--- config.mk ---
export PLATFORM = sky130hd
export DESIGN_NAME = axis_homing_supervisor_top
export DESIGN_NICKNAME = d
export VERILOG_FILES = /design/src/design/ahs_pkg.sv /design/src/design/ahs_cfg_regs.sv /design/src/design/ahs_step.sv /design/src/design/axis_homing_supervisor_top.sv
export VERILOG_INCLUDE_DIRS = /design/src /design/src/design
export SDC_FILE = /design/constraint.sdc
export NUM_CORES = 1
export LEC_CHECK = 0
export ABC_AREA = 1
export BUFFER_PORTS_ARGS = -buffer_cell sky130_fd_sc_hd__buf_2
export CORE_UTILIZATION = 50
export DETAILED_ROUTE_END_ITERATION = 6
export PLACE_DENSITY = 0.74
export SLEW_MARGIN = 15
export SYNTH_ARGS = -nofsm -noshare
export SYNTH_HDL_FRONTEND = slang
export SYNTH_SLANG_ARGS = --single-unit
--- constraint.sdc ---
create_clock -name aclk -period 4.7 [get_ports aclk]
set_input_delay 0.47 -clock aclk [delete_from_list [all_inputs] [get_ports aclk]]
set_output_delay 0.47 -clock aclk [all_outputs]
set_load 0.03 [all_outputs]
--- src/design/axis_homing_supervisor_top_macros.svh ---
// Assertion macros for the homing supervisor top level.
`ifndef AXIS_HOMING_SUPERVISOR_TOP_MACROS_SVH
`define AXIS_HOMING_SUPERVISOR_TOP_MACROS_SVH

// Checked only while out of reset.
`define AHS_ASSERT(label, expr, msg) \
    label: assert property (@(posedge aclk) disable iff (!aresetn) (expr)) else $error(msg);

// Checked at every edge, reset included.
`define AHS_ASSERT_ALWAYS(label, expr, msg) \
    label: assert property (@(posedge aclk) (expr)) else $error(msg);

`endif

--- src/design/ahs_pkg.sv ---
// Types, codes and helpers for the homing supervisor.
package ahs_pkg;

    localparam int unsigned TICK_MS_DEF         = 5;
    localparam int unsigned PROGRESS_MARGIN_DEF = 5;

    localparam int unsigned CFG_IDX_W  = 3;
    localparam int unsigned CFG_DATA_W = 16;

    // Register indexes
    localparam logic [CFG_IDX_W-1:0] REG_REFERENCE_ANGLE = 3'd0;
    localparam logic [CFG_IDX_W-1:0] REG_TOLERANCE       = 3'd1;
    localparam logic [CFG_IDX_W-1:0] REG_SANE_LOW        = 3'd2;
    localparam logic [CFG_IDX_W-1:0] REG_SANE_HIGH       = 3'd3;
    localparam logic [CFG_IDX_W-1:0] REG_WAIT_TIMEOUT    = 3'd4;
    localparam logic [CFG_IDX_W-1:0] REG_MOVE_TIMEOUT    = 3'd5;
    localparam logic [CFG_IDX_W-1:0] REG_LOSS_TIMEOUT    = 3'd6;
    localparam logic [CFG_IDX_W-1:0] REG_STALL_TIMEOUT   = 3'd7;

    // Phase codes for the result channel (the step logic never produces PHASE_WAIT)
    localparam logic [2:0] PHASE_INIT  = 3'd0;
    localparam logic [2:0] PHASE_WAIT  = 3'd1;
    localparam logic [2:0] PHASE_SEEK  = 3'd2;
    localparam logic [2:0] PHASE_READY = 3'd3;
    localparam logic [2:0] PHASE_FAULT = 3'd4;

    typedef enum logic [3:0] {
        ST_INIT  = 4'b0001,
        ST_SEEK  = 4'b0010,
        ST_READY = 4'b0100,
        ST_FAULT = 4'b1000
    } phase_state_t;

    typedef struct packed {
        logic        sample_valid;
        logic [15:0] sample_angle;
        logic        start_accepted;
    } in_item_t;

    typedef struct packed {
        logic [2:0] phase;
        logic       start_move;
        logic       move_positive;
        logic       stop_motor;
        logic       zero_position;
    } out_item_t;

    typedef struct packed {
        logic [15:0] reference_angle;
        logic [15:0] tolerance;
        logic [15:0] sane_low;
        logic [15:0] sane_high;
        logic [15:0] wait_timeout_ms;
        logic [15:0] move_timeout_ms;
        logic [15:0] loss_timeout_ms;
        logic [15:0] stall_timeout_ms;
    } cfg_t;

    typedef struct packed {
        phase_state_t phase;
        logic [15:0]  move_time;
        logic [15:0]  loss_time;
        logic [15:0]  stall_time;
        logic [15:0]  best_error;
    } sup_state_t;

    function automatic logic [2:0] phase_code(input phase_state_t st);
        logic [2:0] code;
        code = PHASE_INIT;
        unique case (st)
            ST_INIT:  code = PHASE_INIT;
            ST_SEEK:  code = PHASE_SEEK;
            ST_READY: code = PHASE_READY;
            ST_FAULT: code = PHASE_FAULT;
            default:  code = PHASE_FAULT;
        endcase
        return code;
    endfunction

endpackage

--- src/design/ahs_cfg_regs.sv ---
// Configuration register file with reset values.
module ahs_cfg_regs
    import ahs_pkg::*;
(
    input  logic                  aclk,
    input  logic                  aresetn,
    input  logic                  wr_en,
    input  logic [CFG_IDX_W-1:0]  wr_index,
    input  logic [CFG_DATA_W-1:0] wr_data,
    output cfg_t                  cfg
);

    cfg_t cfg_reg;
    cfg_t cfg_next;

    always_comb begin
        cfg_next = cfg_reg;
        if (wr_en) begin
            unique case (wr_index)
                REG_REFERENCE_ANGLE: cfg_next.reference_angle  = wr_data;
                REG_TOLERANCE:       cfg_next.tolerance        = wr_data;
                REG_SANE_LOW:        cfg_next.sane_low         = wr_data;
                REG_SANE_HIGH:       cfg_next.sane_high        = wr_data;
                REG_WAIT_TIMEOUT:    cfg_next.wait_timeout_ms  = wr_data;
                REG_MOVE_TIMEOUT:    cfg_next.move_timeout_ms  = wr_data;
                REG_LOSS_TIMEOUT:    cfg_next.loss_timeout_ms  = wr_data;
                REG_STALL_TIMEOUT:   cfg_next.stall_timeout_ms = wr_data;
                default:             cfg_next = cfg_reg;
            endcase
        end
    end

    always_ff @(posedge aclk) begin
        if (!aresetn) begin
            cfg_reg.reference_angle  <= 16'd18000;
            cfg_reg.tolerance        <= 16'd50;
            cfg_reg.sane_low         <= 16'd0;
            cfg_reg.sane_high        <= 16'd36000;
            cfg_reg.wait_timeout_ms  <= 16'd1000;
            cfg_reg.move_timeout_ms  <= 16'd10000;
            cfg_reg.loss_timeout_ms  <= 16'd200;
            cfg_reg.stall_timeout_ms <= 16'd2000;
        end else begin
            cfg_reg <= cfg_next;
        end
    end

    assign cfg = cfg_reg;

endmodule

--- src/design/ahs_step.sv ---
// Per-tick supervisor decision: next state and result from one sample.
module ahs_step
    import ahs_pkg::*;
#(
    parameter int unsigned TICK_MS         = TICK_MS_DEF,
    parameter int unsigned PROGRESS_MARGIN = PROGRESS_MARGIN_DEF
) (
    input  sup_state_t cur,
    input  in_item_t   item,
    input  cfg_t       cfg,
    output sup_state_t nxt,
    output out_item_t  res
);

    localparam logic [16:0] TICK_INC = 17'(TICK_MS);
    localparam logic [16:0] MARGIN   = 17'(PROGRESS_MARGIN);

    logic [16:0] move_sum, loss_sum, stall_sum, err_sum;
    logic [15:0] move_inc, loss_inc, stall_inc;
    logic [15:0] err;
    logic        sane, within_tol, progress, below_ref;

    always_comb begin
        move_sum  = {1'b0, cur.move_time} + TICK_INC;
        loss_sum  = {1'b0, cur.loss_time} + TICK_INC;
        stall_sum = {1'b0, cur.stall_time} + TICK_INC;
        // saturating tick counters
        move_inc  = move_sum[16]  ? 16'hFFFF : move_sum[15:0];
        loss_inc  = loss_sum[16]  ? 16'hFFFF : loss_sum[15:0];
        stall_inc = stall_sum[16] ? 16'hFFFF : stall_sum[15:0];

        below_ref  = item.sample_angle < cfg.reference_angle;
        err        = below_ref ? (cfg.reference_angle - item.sample_angle)
                               : (item.sample_angle - cfg.reference_angle);
        sane       = (item.sample_angle >= cfg.sane_low) &&
                     (item.sample_angle <= cfg.sane_high);
        within_tol = err <= cfg.tolerance;
        err_sum    = {1'b0, err} + MARGIN;
        progress   = err_sum < {1'b0, cur.best_error};
    end

    always_comb begin
        nxt = cur;
        res = '0;
        unique case (cur.phase)
            ST_INIT: begin
                nxt.move_time = move_inc;
                if (!item.sample_valid) begin
                    if (move_inc >= cfg.wait_timeout_ms) begin
                        res.stop_motor = 1'b1;
                        nxt.phase      = ST_FAULT;
                    end
                end else if (!sane) begin
                    res.stop_motor = 1'b1;
                    nxt.phase      = ST_FAULT;
                end else if (within_tol) begin
                    res.stop_motor    = 1'b1;
                    res.zero_position = 1'b1;
                    nxt.phase         = ST_READY;
                end else begin
                    res.start_move    = 1'b1;
                    res.move_positive = below_ref;
                    if (!item.start_accepted) begin
                        // refused start: command and stop in the same tick
                        res.stop_motor = 1'b1;
                        nxt.phase      = ST_FAULT;
                    end else begin
                        nxt.phase      = ST_SEEK;
                        nxt.move_time  = '0;
                        nxt.loss_time  = '0;
                        nxt.stall_time = '0;
                        nxt.best_error = err;
                    end
                end
            end
            ST_SEEK: begin
                nxt.move_time = move_inc;
                if (move_inc >= cfg.move_timeout_ms) begin
                    res.stop_motor = 1'b1;
                    nxt.phase      = ST_FAULT;
                end else if (!item.sample_valid) begin
                    nxt.loss_time = loss_inc;
                    if (loss_inc >= cfg.loss_timeout_ms) begin
                        res.stop_motor = 1'b1;
                        nxt.phase      = ST_FAULT;
                    end
                end else begin
                    nxt.loss_time = '0;
                    if (!sane) begin
                        res.stop_motor = 1'b1;
                        nxt.phase      = ST_FAULT;
                    end else if (within_tol) begin
                        res.stop_motor    = 1'b1;
                        res.zero_position = 1'b1;
                        nxt.phase         = ST_READY;
                    end else if (progress) begin
                        nxt.best_error = err;
                        nxt.stall_time = '0;
                    end else begin
                        nxt.stall_time = stall_inc;
                        if (stall_inc >= cfg.stall_timeout_ms) begin
                            res.stop_motor = 1'b1;
                            nxt.phase      = ST_FAULT;
                        end
                    end
                end
            end
            ST_READY, ST_FAULT: begin
                nxt = cur;
            end
            default: begin
                nxt = cur;
            end
        endcase
        res.phase = phase_code(nxt.phase);
    end

endmodule

--- src/design/axis_homing_supervisor_top.sv ---
// Homing supervisor top level: channel registers, supervisor state, configuration.
//
// One input transaction per control tick carries sample_valid, sample_angle and
// start_accepted; each produces exactly one result transaction with phase,
// start_move, move_positive, stop_motor and zero_position.
// Configuration registers are written over the cfg channel (cfg_index,
// cfg_data); cfg_ready is always high. Write only while no transaction is
// in flight.
// A result passes through the input register, then the result register.
// Throughput: one transaction per cycle while the receiver takes results;
// the state update between the two registers is combinational.
// When the receiver stalls, the result register holds and the input register
// still takes one more transaction; further input waits on s_ready.
// Reset (aresetn low, synchronous) empties both registers, returns the
// phase to init with all timers and best error at zero, and restores the
// register defaults. Ready and fault are held until the next reset.
module axis_homing_supervisor_top
    import ahs_pkg::*;
#(
    parameter int unsigned TICK_MS         = TICK_MS_DEF,
    parameter int unsigned PROGRESS_MARGIN = PROGRESS_MARGIN_DEF
) (
    input  logic                  aclk,
    input  logic                  aresetn,
    input  logic                  s_valid,
    output logic                  s_ready,
    input  in_item_t              s_data,
    output logic                  m_valid,
    input  logic                  m_ready,
    output out_item_t             m_data,
    input  logic                  cfg_valid,
    output logic                  cfg_ready,
    input  logic [CFG_IDX_W-1:0]  cfg_index,
    input  logic [CFG_DATA_W-1:0] cfg_data
);

`include "axis_homing_supervisor_top_macros.svh"

    cfg_t       cfg;
    in_item_t   in_data_reg;
    logic       in_vld_reg, in_vld_next;
    out_item_t  out_data_reg;
    logic       out_vld_reg, out_vld_next;
    sup_state_t state_reg, state_next;
    out_item_t  step_res;
    logic       in_take, advance;

    assign cfg_ready = 1'b1;

    ahs_cfg_regs u_cfg (
        .aclk     (aclk),
        .aresetn  (aresetn),
        .wr_en    (cfg_valid && cfg_ready),
        .wr_index (cfg_index),
        .wr_data  (cfg_data),
        .cfg      (cfg)
    );

    ahs_step #(
        .TICK_MS         (TICK_MS),
        .PROGRESS_MARGIN (PROGRESS_MARGIN)
    ) u_step (
        .cur  (state_reg),
        .item (in_data_reg),
        .cfg  (cfg),
        .nxt  (state_next),
        .res  (step_res)
    );

    // the held item is processed when the result register can take it
    assign advance = in_vld_reg && (!out_vld_reg || m_ready);
    assign s_ready = !in_vld_reg || advance;
    assign in_take = s_valid && s_ready;

    always_comb begin
        in_vld_next = in_vld_reg;
        if (in_take) begin
            in_vld_next = 1'b1;
        end else if (advance) begin
            in_vld_next = 1'b0;
        end
        out_vld_next = out_vld_reg;
        if (advance) begin
            out_vld_next = 1'b1;
        end else if (m_ready) begin
            out_vld_next = 1'b0;
        end
    end

    always_ff @(posedge aclk) begin
        if (!aresetn) begin
            in_vld_reg           <= 1'b0;
            out_vld_reg          <= 1'b0;
            state_reg.phase      <= ST_INIT;
            state_reg.move_time  <= '0;
            state_reg.loss_time  <= '0;
            state_reg.stall_time <= '0;
            state_reg.best_error <= '0;
        end else begin
            in_vld_reg  <= in_vld_next;
            out_vld_reg <= out_vld_next;
            if (advance) begin
                state_reg <= state_next;
            end
        end
    end

    always_ff @(posedge aclk) begin
        if (in_take) begin
            in_data_reg <= s_data;
        end
        if (advance) begin
            out_data_reg <= step_res;
        end
    end

    assign m_valid = out_vld_reg;
    assign m_data  = out_data_reg;

    `AHS_ASSERT_ALWAYS(a_reset_empties, !aresetn |=> (!out_vld_reg && !in_vld_reg), "registers not empty after reset")
    `AHS_ASSERT(a_ready_sticky, state_reg.phase == ST_READY |=> state_reg.phase == ST_READY, "left ready phase")
    `AHS_ASSERT(a_fault_sticky, state_reg.phase == ST_FAULT |=> state_reg.phase == ST_FAULT, "left fault phase")
    `AHS_ASSERT(a_result_phase, advance |=> out_data_reg.phase == phase_code(state_reg.phase), "result phase disagrees with state")
    `AHS_ASSERT(a_zero_implies_stop, (out_vld_reg && out_data_reg.zero_position) |-> (out_data_reg.stop_motor && out_data_reg.phase == PHASE_READY), "zero without finish")

endmodule

==> results.toml, run 1 <==
[status]
status = "finished, violations left"
violations = "setup timing"

[final_layout]
multi_input_area_mm2 = 0.00844
final_common_cell = "nand2_1"
area_delta_synth_final_pct = 17.6
fillCellCount = 2504
n_antenna_cell = 0
layout_common_cells = "nand2_1 (397), inv_1 (336), a21oi_1 (239), dfxtp_1 (198), ha_1 (156)"
fin_nets = 2366
design_area_mm2 = 0.0169
largest_reg_flops = 128
final-seq-area_mm2 = 0.00471
drive_gt1_frac = 0.138

[timing]
max_freq_ghz = 0.211
fin_crit_sh = 1.01
setup_viol = 2
setup-tns-final_ns = -0.0434
skew_ns = 0.0216
hold_violations = 0
final.setup.worst_slack_ns = -0.0382
period_needed_ns = 4.74
relSlewSlack = 0.242
rsz0062_at_grt = "yes"
tightest_slew_ns = 1.14
drv_slew = 0

[logic_synthesis]
synth.avg_cell_area_um2 = 7.08
yosysSeqAreaShare = 0.328
syn_nets = 2237
yosys.area.top_type = "dfxtp_1"
synthCells = 2032
yosys_warnings = 0
synthTopCellsByArea = "dfxtp_1 (28%), ha_1 (14%), nand2_1 (11%)"
synth_top_area_frac = 0.275
synth_seq_cells = 223
synth_area_mm2 = 0.0144
synth_cell_types = 47

[critical_path]
path_class = "reg -> reg"
cpPeakStageDelay_ns = 0.41
start_kind = "register"
end_kind = "register"
cp_slowest_cell = "edfxtp_1"
required_ns = 4.99
crit_fanout = 6
crit_family = "simple AND/OR/NAND/NOR gates"
crit_buf_inv = 4
arrival_ns = 5.03
cp_common_cell = "nand2_2"

[placement]
place_area_mm2 = 0.0155
place_congestion = 0.951
io_buffers = 50
dp_hpwl_um = 28700

[die]
coreArea_mm2 = 0.0280
ios = 52
die_w_um = 172
initial_utilization = 0.514
dieArea_mm2 = 0.0295
fp.dieH_um = 172
std_cell_rows = 61

[global_route]
grt_use_total = 0.268
overflow = 0
grt_start_max_net_pins = 75
antenna_found_initial = 0
grt_pass1_wl_um = 63000
grt_pass1_vias = 13038

[routing]
drc_errors = 0
wire_per_inst_um = 15.3
avgViaCountPerCell = 5.38
drtAntennaViolNets = 0
drt_iter0_markers = 793
wl_um = 39300
vias = 13776
firstDrtPassIters = 5

[clock_tree]
cts_tree = "yes"
hold_buffers = 0
clk_pin_slew_worst_paths_ns = 0.07
ctsHtreeMaxLevel = 1
insertion_delay_ns = 0.54
cts_max_path_buffers = 3
cts_buffers = 26
ctsRootBufferMaster = "clkbuf_16"
clock-sinks = 223

[power_and_ir_drop]
powerDensity_mw_per_mm2 = 311
switching_share = 0.315
peakVddDrop_v = 0.000299
leakage_nw = 7.86
p_int_w = 0.00360
switchingPower_w = 0.00165
power_frac_comb = 0.246
clockPowerShare = 0.366
p_seq_frac = 0.387

[hold_path]
hold_path.class = "in -> reg"

[flow_run]
drv_cap = 0
==> synthesized netlist by cell type (all sizes together) <==
library cell and count:
nand4 29, a211oi 22, o21ai 156, xor2 42, xnor2 4, nor4 4
inv 346, o221ai 2, a21oi 254, o311ai 1, o211ai 30, nor3 32
o21a 4, edfxtp 25, and3 1, or2 5, nand3 83, a31oi 2
o2111ai 1, nand2 428, clkbuf 48, o21bai 5, fa 2, and2 3
ha 161, nand3b 3, conb 1, o22ai 3, nor2 119, o221a 1
dfxtp 198, buf 16, a21o 1
==> cells by family (layout without fill, tap and decap cells) <==
kind of cell,after synthesis,in the layout,synth area share
AO/OA/AOI/OAI,482,482,0.183
XOR/XNOR,46,46,0.0280
adder cells (fa/ha/maj),163,163,0.143
buffers and inverters,410,557,0.110
flip-flops,223,223,0.328
other,1,1,0.000261
AND/OR/NAND/NOR,707,709,0.208
==> worst paths after layout <==
kind	from	endpoint	slack, ns	cells past startpoint
max	in_data_reg[1]$_DFFE_PP_	m_data[5]$_DFFE_PP_	-0.04	39
min	s_data[12]	in_data_reg[12]$_DFFE_PP_	0.10	1
max reg2reg	in_data_reg[1]$_DFFE_PP_	m_data[5]$_DFFE_PP_	-0.04	39
min reg2reg	u_cfg.cfg[66]$_SDFFE_PN0P_	u_cfg.cfg[66]$_SDFFE_PN0P_	0.46	2
==> layout make-up <==
| type | count | share of cell area |
|---|---|---|
| multi-input cells | 1401 | 0.499 |
| inverters | 346 | 0.0768 |
| flip-flops and latches | 223 | 0.279 |
| clock inverters | 11 | 0.00429 |
| well taps | 378 | 0.0280 |
| repair buffers | 163 | 0.0696 |
| clock buffers | 37 | 0.0439 |
==> worst reg2reg max path: cells and delay by family (launching register included) <==
kind / cells / cell delay, ns
compound gates: 4 / 0.65
buf+inv: 4 / 0.30
fa+ha+maj: 4 / 0.96
flops: 1 / 0.41
simple gates: 26 / 2.02
xor+xnor: 1 / 0.14
==> power groups by stage <==
stage	Sequential, W	Clock [W]	Combinational [W]
5_1_grt	0.00204	0.00203	0.00145
3_3_place_gp	0.00207	0	0.00112
6_report	0.00204	0.00192	0.00130
2_1_floorplan	0.00208	0	0.000755
4_1_cts	0.00204	0.00195	0.00119
3_5_place_dp	0.00208	0	0.00115
==> per-layer routing <==
layer / share of wire / GRT usage / up-vias
li1: - / - / 6933
met3: 0.060 / 0.0285 / 101
met2: 0.46 / 0.447 / 405
met4: 0.046 / 0.126 / 0
met5: 0 / 0 / -
met1: 0.44 / 0.347 / 6337
==> per-stage QoR <==
| step | instances | util | power [W] | hold WS [ns] | setup slack [ns] |
|---|---|---|---|---|---|
| detailed placement | 2487 | 0.555 | 0.00323 | 0.454 | -0.247 |
| CTS | 2536 | 0.587 | 0.00517 | 0.0970 | 0.00838 |
| global route | 2559 | 0.604 | 0.00552 | 0.0934 | -0.359 |
| finish | 2559 | 0.604 | 0.00526 | 0.104 | -0.0382 |
| floorplan | 2032 | - | 0.00283 | 0.435 | -0.0690 |
| global placement | 2487 | 0.555 | 0.00320 | 0.447 | -0.141 |
==> timing repair <==
| action | 4_1_cts | 5_1_grt |
|---|---|---|
| gates cloned | 0 | 3 |
| setup buffers | 1 | 20 |
| pin swaps | 6 | 26 |
| endpoints found under the setup margin | 33 | 70 |
| resized for setup | 15 | 71 |
No activity file was read; power rests on OpenSTA's default activity.
==> run 2: changes to the inputs <==
--- a/config.mk
+++ b/config.mk
@@ -10,7 +10,8 @@
 export BUFFER_PORTS_ARGS = -buffer_cell sky130_fd_sc_hd__buf_2
 export CORE_UTILIZATION = 50
 export DETAILED_ROUTE_END_ITERATION = 6
-export PLACE_DENSITY = 0.74
+export PLACE_DENSITY = 0.72
+export SETUP_SLACK_MARGIN = 0.05
 export SLEW_MARGIN = 15
 export SYNTH_ARGS = -nofsm -noshare
 export SYNTH_HDL_FRONTEND = slang
==> constraint.sdc (replaced) <==
create_clock -name aclk -period 5.29 [get_ports aclk]
set_input_delay 0.529 -clock aclk [delete_from_list [all_inputs] [get_ports aclk]]
set_output_delay 0.529 -clock aclk [all_outputs]
set_load 0.03 [all_outputs]
==> run 2 against run 1 <==
Against the previous run:
- the flow now finishes without violations
- sequential power shrank 11%
- critical path type unchanged
- critical path depth down 3
- clock-buffer cell count decreased by 1
- worst setup slack improved by 0.31 ns
- first-iteration DRC count increased by 7.7%
- wire length barely moved
==> results.toml, run 2 (synthesis results as in run 1) <==
[timing]
rsz0062_at_grt = "yes"
relSlewSlack = 0.192
drv_slew = 0
period_needed_ns = 5.02
fin_crit_sh = 0.948
max_freq_ghz = 0.199
setup_viol = 0
final.setup.worst_slack_ns = 0.273
skew_ns = 0.0116
hold_violations = 0
tightest_slew_ns = 1.21

[routing]
drt_iter0_markers = 854
wire_per_inst_um = 15.9
vias = 13218
wl_um = 39300
drtAntennaViolNets = 0
firstDrtPassIters = 6
drc_errors = 0
avgViaCountPerCell = 5.35

[die]
die_w_um = 172
std_cell_rows = 61
dieArea_mm2 = 0.0295
coreArea_mm2 = 0.0280
fp.dieH_um = 172
initial_utilization = 0.514
ios = 52

[final_layout]
n_antenna_cell = 0
fin_nets = 2276
layout_common_cells = "nand2_1 (409), inv_1 (338), a21oi_1 (246), dfxtp_1 (198), ha_1 (151)"
largest_reg_flops = 128
area_delta_synth_final_pct = 11.9
drive_gt1_frac = 0.0894
final_common_cell = "nand2_1"
final_cells = 2469

[clock_tree]
cts_tree = "yes"
cts_max_path_buffers = 3
clk_pin_slew_worst_paths_ns = 0.06
hold_buffers = 0
clock-sinks = 223
cts_buffers = 26
ctsRootBufferMaster = "clkbuf_16"
ctsHtreeMaxLevel = 1
insertion_delay_ns = 0.53

[hold_path]
hold_path.class = "in -> reg"

[placement]
io_buffers = 50
pre_cts_ws_ns = -0.0129
dp_hpwl_um = 28600
placedCellCount = 2416
place_congestion = 0.954

[critical_path]
cpPeakStageDelay_ns = 0.45
path_class = "reg -> reg"
start_kind = "register"
cp_slowest_cell = "edfxtp_1"
crit_fanout = 7
end_kind = "register"
cp_common_cell = "nand2_1"
arrival_ns = 5.30
required_ns = 5.58

[global_route]
antenna_found_initial = 0
grt_pass1_wl_um = 63000
overflow = 0
grt_pass1_vias = 12443
grt_start_max_net_pins = 76
grt_use_total = 0.270

[power_and_ir_drop]
leakage_nw = 7.42
powerDensity_mw_per_mm2 = 288
peakVddDrop_v = 0.000295

[status]
status = "finished, final reports clean"

[flow_run]
drv_cap = 0
[run 2: changes by cell type in the layout (fill, tap and decap cells not counted), sizes merged]
cell and change:
buf -87, clkbuf -2, nand2 -2, bufinv +1
clkinvlp +1, inv -1
[run 2: worst paths after layout]
| check | startpoint | endpoint | slack [ns] | cells after the start |
|---|---|---|---|---|
| setup reg to reg | in_data_reg[16]$_DFFE_PP_ | m_data[5]$_DFFE_PP_ | 0.27 | 36 |
| setup / recovery | in_data_reg[16]$_DFFE_PP_ | m_data[5]$_DFFE_PP_ | 0.27 | 36 |
| hold reg to reg | u_cfg.cfg[12]$_SDFFE_PN0P_ | u_cfg.cfg[12]$_SDFFE_PN0P_ | 0.46 | 2 |
| hold / removal | s_data[15] | in_data_reg[15]$_DFFE_PP_ | 0.17 | 1 |
[run 2: final cells by class]
class	count	area, µm²
well taps	378	473
flip-flops and latches	223	4710
fillers	2680	11900
clock inverters	12	97.6
inverters	346	1300
repair buffers	75	440
multi-input cells	1399	8290
clock buffers	36	781
[run 2: critical path, delay by kind of cell (launching register included)]
family	cells	cell delay [ns]
and+or+nand+nor	24	2.28
xor gates and xnor gates	1	0.13
buffers and inverters	3	0.19
AOI/OAI and AO/OA	6	1.10
DFF	1	0.45
adders and majority gates	2	0.62
[run 2: stage by stage]
stage	area (µm²)	TNS [ns]	total power (W)	utilization	hold slack [ns]
after detailed placement	15000	-0.0129	0.00279	0.535	0.454
after global routing	16100	-0.0372	0.00486	0.575	0.150
after floorplan	14400	0	0.00251	-	0.435
after global placement	15000	0	0.00276	0.535	0.448
final	16100	0	0.00463	0.575	0.168
after CTS	15900	0	0.00461	0.567	0.153
[run 2: power breakdown]
part | internal [W] | switching [W] | leakage (nW) | total (W)
Sequential | 0.00178 | 0.0000346 | 1.85 | 0.00181
Clock | 0.00108 | 0.000741 | 0.435 | 0.00182
Combinational | 0.000340 | 0.000655 | 5.13 | 0.000995
Total | 0.00320 | 0.00143 | 7.42 | 0.00463
[run 2: layer usage]
layer	part of all wire	global-route usage	vias up
li1	-	-	6722
met1	0.46	0.357	6079
met2	0.45	0.449	357
met3	0.059	0.0375	60
met4	0.031	0.0967	0
met5	0	0	-
[run 2: timing repair]
action	CTS	global route
endpoints found under the setup margin	1	51
gates resized for setup	1	40
pin swaps	0	8
setup buffers	0	5
==> run 3: changes to the inputs <==
--- a/config.mk
+++ b/config.mk
@@ -12,7 +12,7 @@
 export DETAILED_ROUTE_END_ITERATION = 6
 export PLACE_DENSITY = 0.72
 export SETUP_SLACK_MARGIN = 0.05
-export SLEW_MARGIN = 15
+export SLEW_MARGIN = 20
 export SYNTH_ARGS = -nofsm -noshare
 export SYNTH_HDL_FRONTEND = slang
 export SYNTH_SLANG_ARGS = --single-unit
==> constraint.sdc (replaced) <==
create_clock -name aclk -period 4.75 [get_ports aclk]
set_input_delay 0.475 -clock aclk [delete_from_list [all_inputs] [get_ports aclk]]
set_output_delay 0.475 -clock aclk [all_outputs]
set_load 0.03 [all_outputs]
==> run 3 against run 2 <==
Against the previous run:
- the run now ends with setup timing left
- non-clock buffer count up 74
- via count up 2.8%
- utilization up 2.3 points
- final cell count up 3.1%
- die area unchanged
- first-iteration DRC count down 4.3%
- sequential cell count unchanged
- combinational power up 24%
- fmax up 3.4%
- wire length down 1.6%
- critical path type unchanged
- critical endpoint is now m_data[6]$_DFFE_PP_
- highest routed layer unchanged
==> results.toml, run 3 (synthesis results as in run 1) <==
[final_layout]
design_area_mm2 = 0.0167
area_delta_synth_final_pct = 16.4
fillCellCount = 2542
n_antenna_cell = 0
final_common_cell = "nand2_1"
layout_common_cells = "nand2_1 (402), inv_1 (335), a21oi_1 (242), dfxtp_1 (198), ha_1 (157)"
fin_nets = 2352
largest_reg_flops = 128
drive_gt1_frac = 0.127
final_cells = 2545

[die]
initial_utilization = 0.514
fp.dieH_um = 172
coreArea_mm2 = 0.0280
die_w_um = 172
dieArea_mm2 = 0.0295
std_cell_rows = 61
ios = 52

[timing]
drv_slew = 0
setup_viol = 25
relSlewSlack = 0.311
max_freq_ghz = 0.206
final.setup.worst_slack_ns = -0.104
skew_ns = 0.0238
fin_crit_sh = 1.02
hold_slack_ns = 0.124
tightest_slew_ns = 1.03
period_needed_ns = 4.85
hold_violations = 0
rsz0062_at_grt = "yes"

[placement]
place_area_mm2 = 0.0155
io_buffers = 50
pre_cts_ws_ns = -0.171
placedCellCount = 2479
dp_hpwl_um = 28300
place_congestion = 0.928

[global_route]
grt_start_max_net_pins = 79
grt_pass1_wl_um = 62500
grt_pass1_vias = 12899
overflow = 0
grt_use_total = 0.266
antenna_found_initial = 0

[critical_path]
end_kind = "register"
start_kind = "register"
critical_path.endpoint = "m_data[6]$_DFFE_PP_"
startpoint = "in_data_reg[1]$_DFFE_PP_"
rr_worst_depth = 40
arrival_ns = 5.13
cp_slowest_cell = "edfxtp_1"
cpPeakStageDelay_ns = 0.40
required_ns = 5.03
r2r_end = "m_data[6]$_DFFE_PP_"
r2r_setup_slack_ns = -0.10
crit_fanout = 5
rr_startpoint = "in_data_reg[1]$_DFFE_PP_"
path_class = "reg -> reg"

[clock_tree]
hold_buffers = 0
cts_max_path_buffers = 3
insertion_delay_ns = 0.54
ctsRootBufferMaster = "clkbuf_16"
clk_pin_slew_worst_paths_ns = 0.06
clock-sinks = 223
cts_buffers = 26
ctsHtreeMaxLevel = 1
cts_tree = "yes"

[power_and_ir_drop]
peakVddDrop_v = 0.000300
leakage_nw = 7.79
totalPowerFinal_w = 0.00531
powerDensity_mw_per_mm2 = 317

[routing]
vias = 13590
drt_iter0_markers = 817
avgViaCountPerCell = 5.34
firstDrtPassIters = 5
drc_errors = 0
drtAntennaViolNets = 0
wire_per_inst_um = 15.2
wl_um = 38600

[status]
violations = "setup timing"
status = "finished, violations left"

[hold_path]
hold_path.class = "in -> reg"

[flow_run]
drv_cap = 0
## run 3: how the worst min path moves through the flow
| stage | startpoint | end | slack [ns] | depth (start not counted) |
|---|---|---|---|---|
| final | s_data[10] | in_data_reg[10]$_DFFE_PP_ | 0.12 | 1 |
| after CTS | s_data[10] | in_data_reg[10]$_DFFE_PP_ | 0.11 | 1 |
| after floorplan | u_cfg.cfg[102]$_SDFFE_PN0P_ | u_cfg.cfg[102]$_SDFFE_PN0P_ | 0.44 | 2 |
| after detailed placement | u_cfg.cfg[95]$_SDFFE_PN0P_ | u_cfg.cfg[95]$_SDFFE_PN0P_ | 0.45 | 2 |
| after global routing | s_data[10] | in_data_reg[10]$_DFFE_PP_ | 0.11 | 1 |
| after global placement | u_cfg.cfg[33]$_SDFFE_PN0P_ | u_cfg.cfg[33]$_SDFFE_PN0P_ | 0.45 | 2 |
## run 3: layout make-up
type,count,area (µm²),area share
inverters,346,1300,0.0778
well taps,378,473,0.0282
clock buffers,35,704,0.0421
multi-input cells,1401,8340,0.498
flip-flops and latches,223,4710,0.282
clock inverters,13,184,0.0110
repair buffers,149,1020,0.0611
## run 3: through the flow
step / util / TNS (ns)
floorplan: - / -0.0190
global placement: 0.552 / -0.0951
detailed placement: 0.552 / -1.73
CTS: 0.590 / -0.0376
global route: 0.598 / -10.01
finish: 0.598 / -1.56
## run 3: layer usage
layer  share of wire  wire (µm)  track usage
met5               0          0            0
met4           0.025        968       0.0811
met3           0.060       2310       0.0290
met2            0.47      18100        0.465
met1            0.45      17300        0.342
## run 3: power by group
part | switching, W | total (W) | internal (W)
Combinational | 0.000762 | 0.00123 | 0.000464
Clock | 0.000805 | 0.00207 | 0.00126
Sequential | 0.0000351 | 0.00201 | 0.00198
## run 3: repair_timing
action / 4_1_cts / 5_1_grt
pin swaps: 9 / 20
cloned: 1 / 2
setup buffers: 9 / 6
setup endpoints to repair: 48 / 70
gates resized for setup: 29 / 38
## run 3: critical path, delay by kind of cell, from the launching register on
family          cells  cell delay (ns)
simple gates       24             1.93
xor+xnor            1             0.13
flops               1             0.40
compound gates      5             0.67
fa+ha+maj           4             0.95
buf+inv             6             0.52
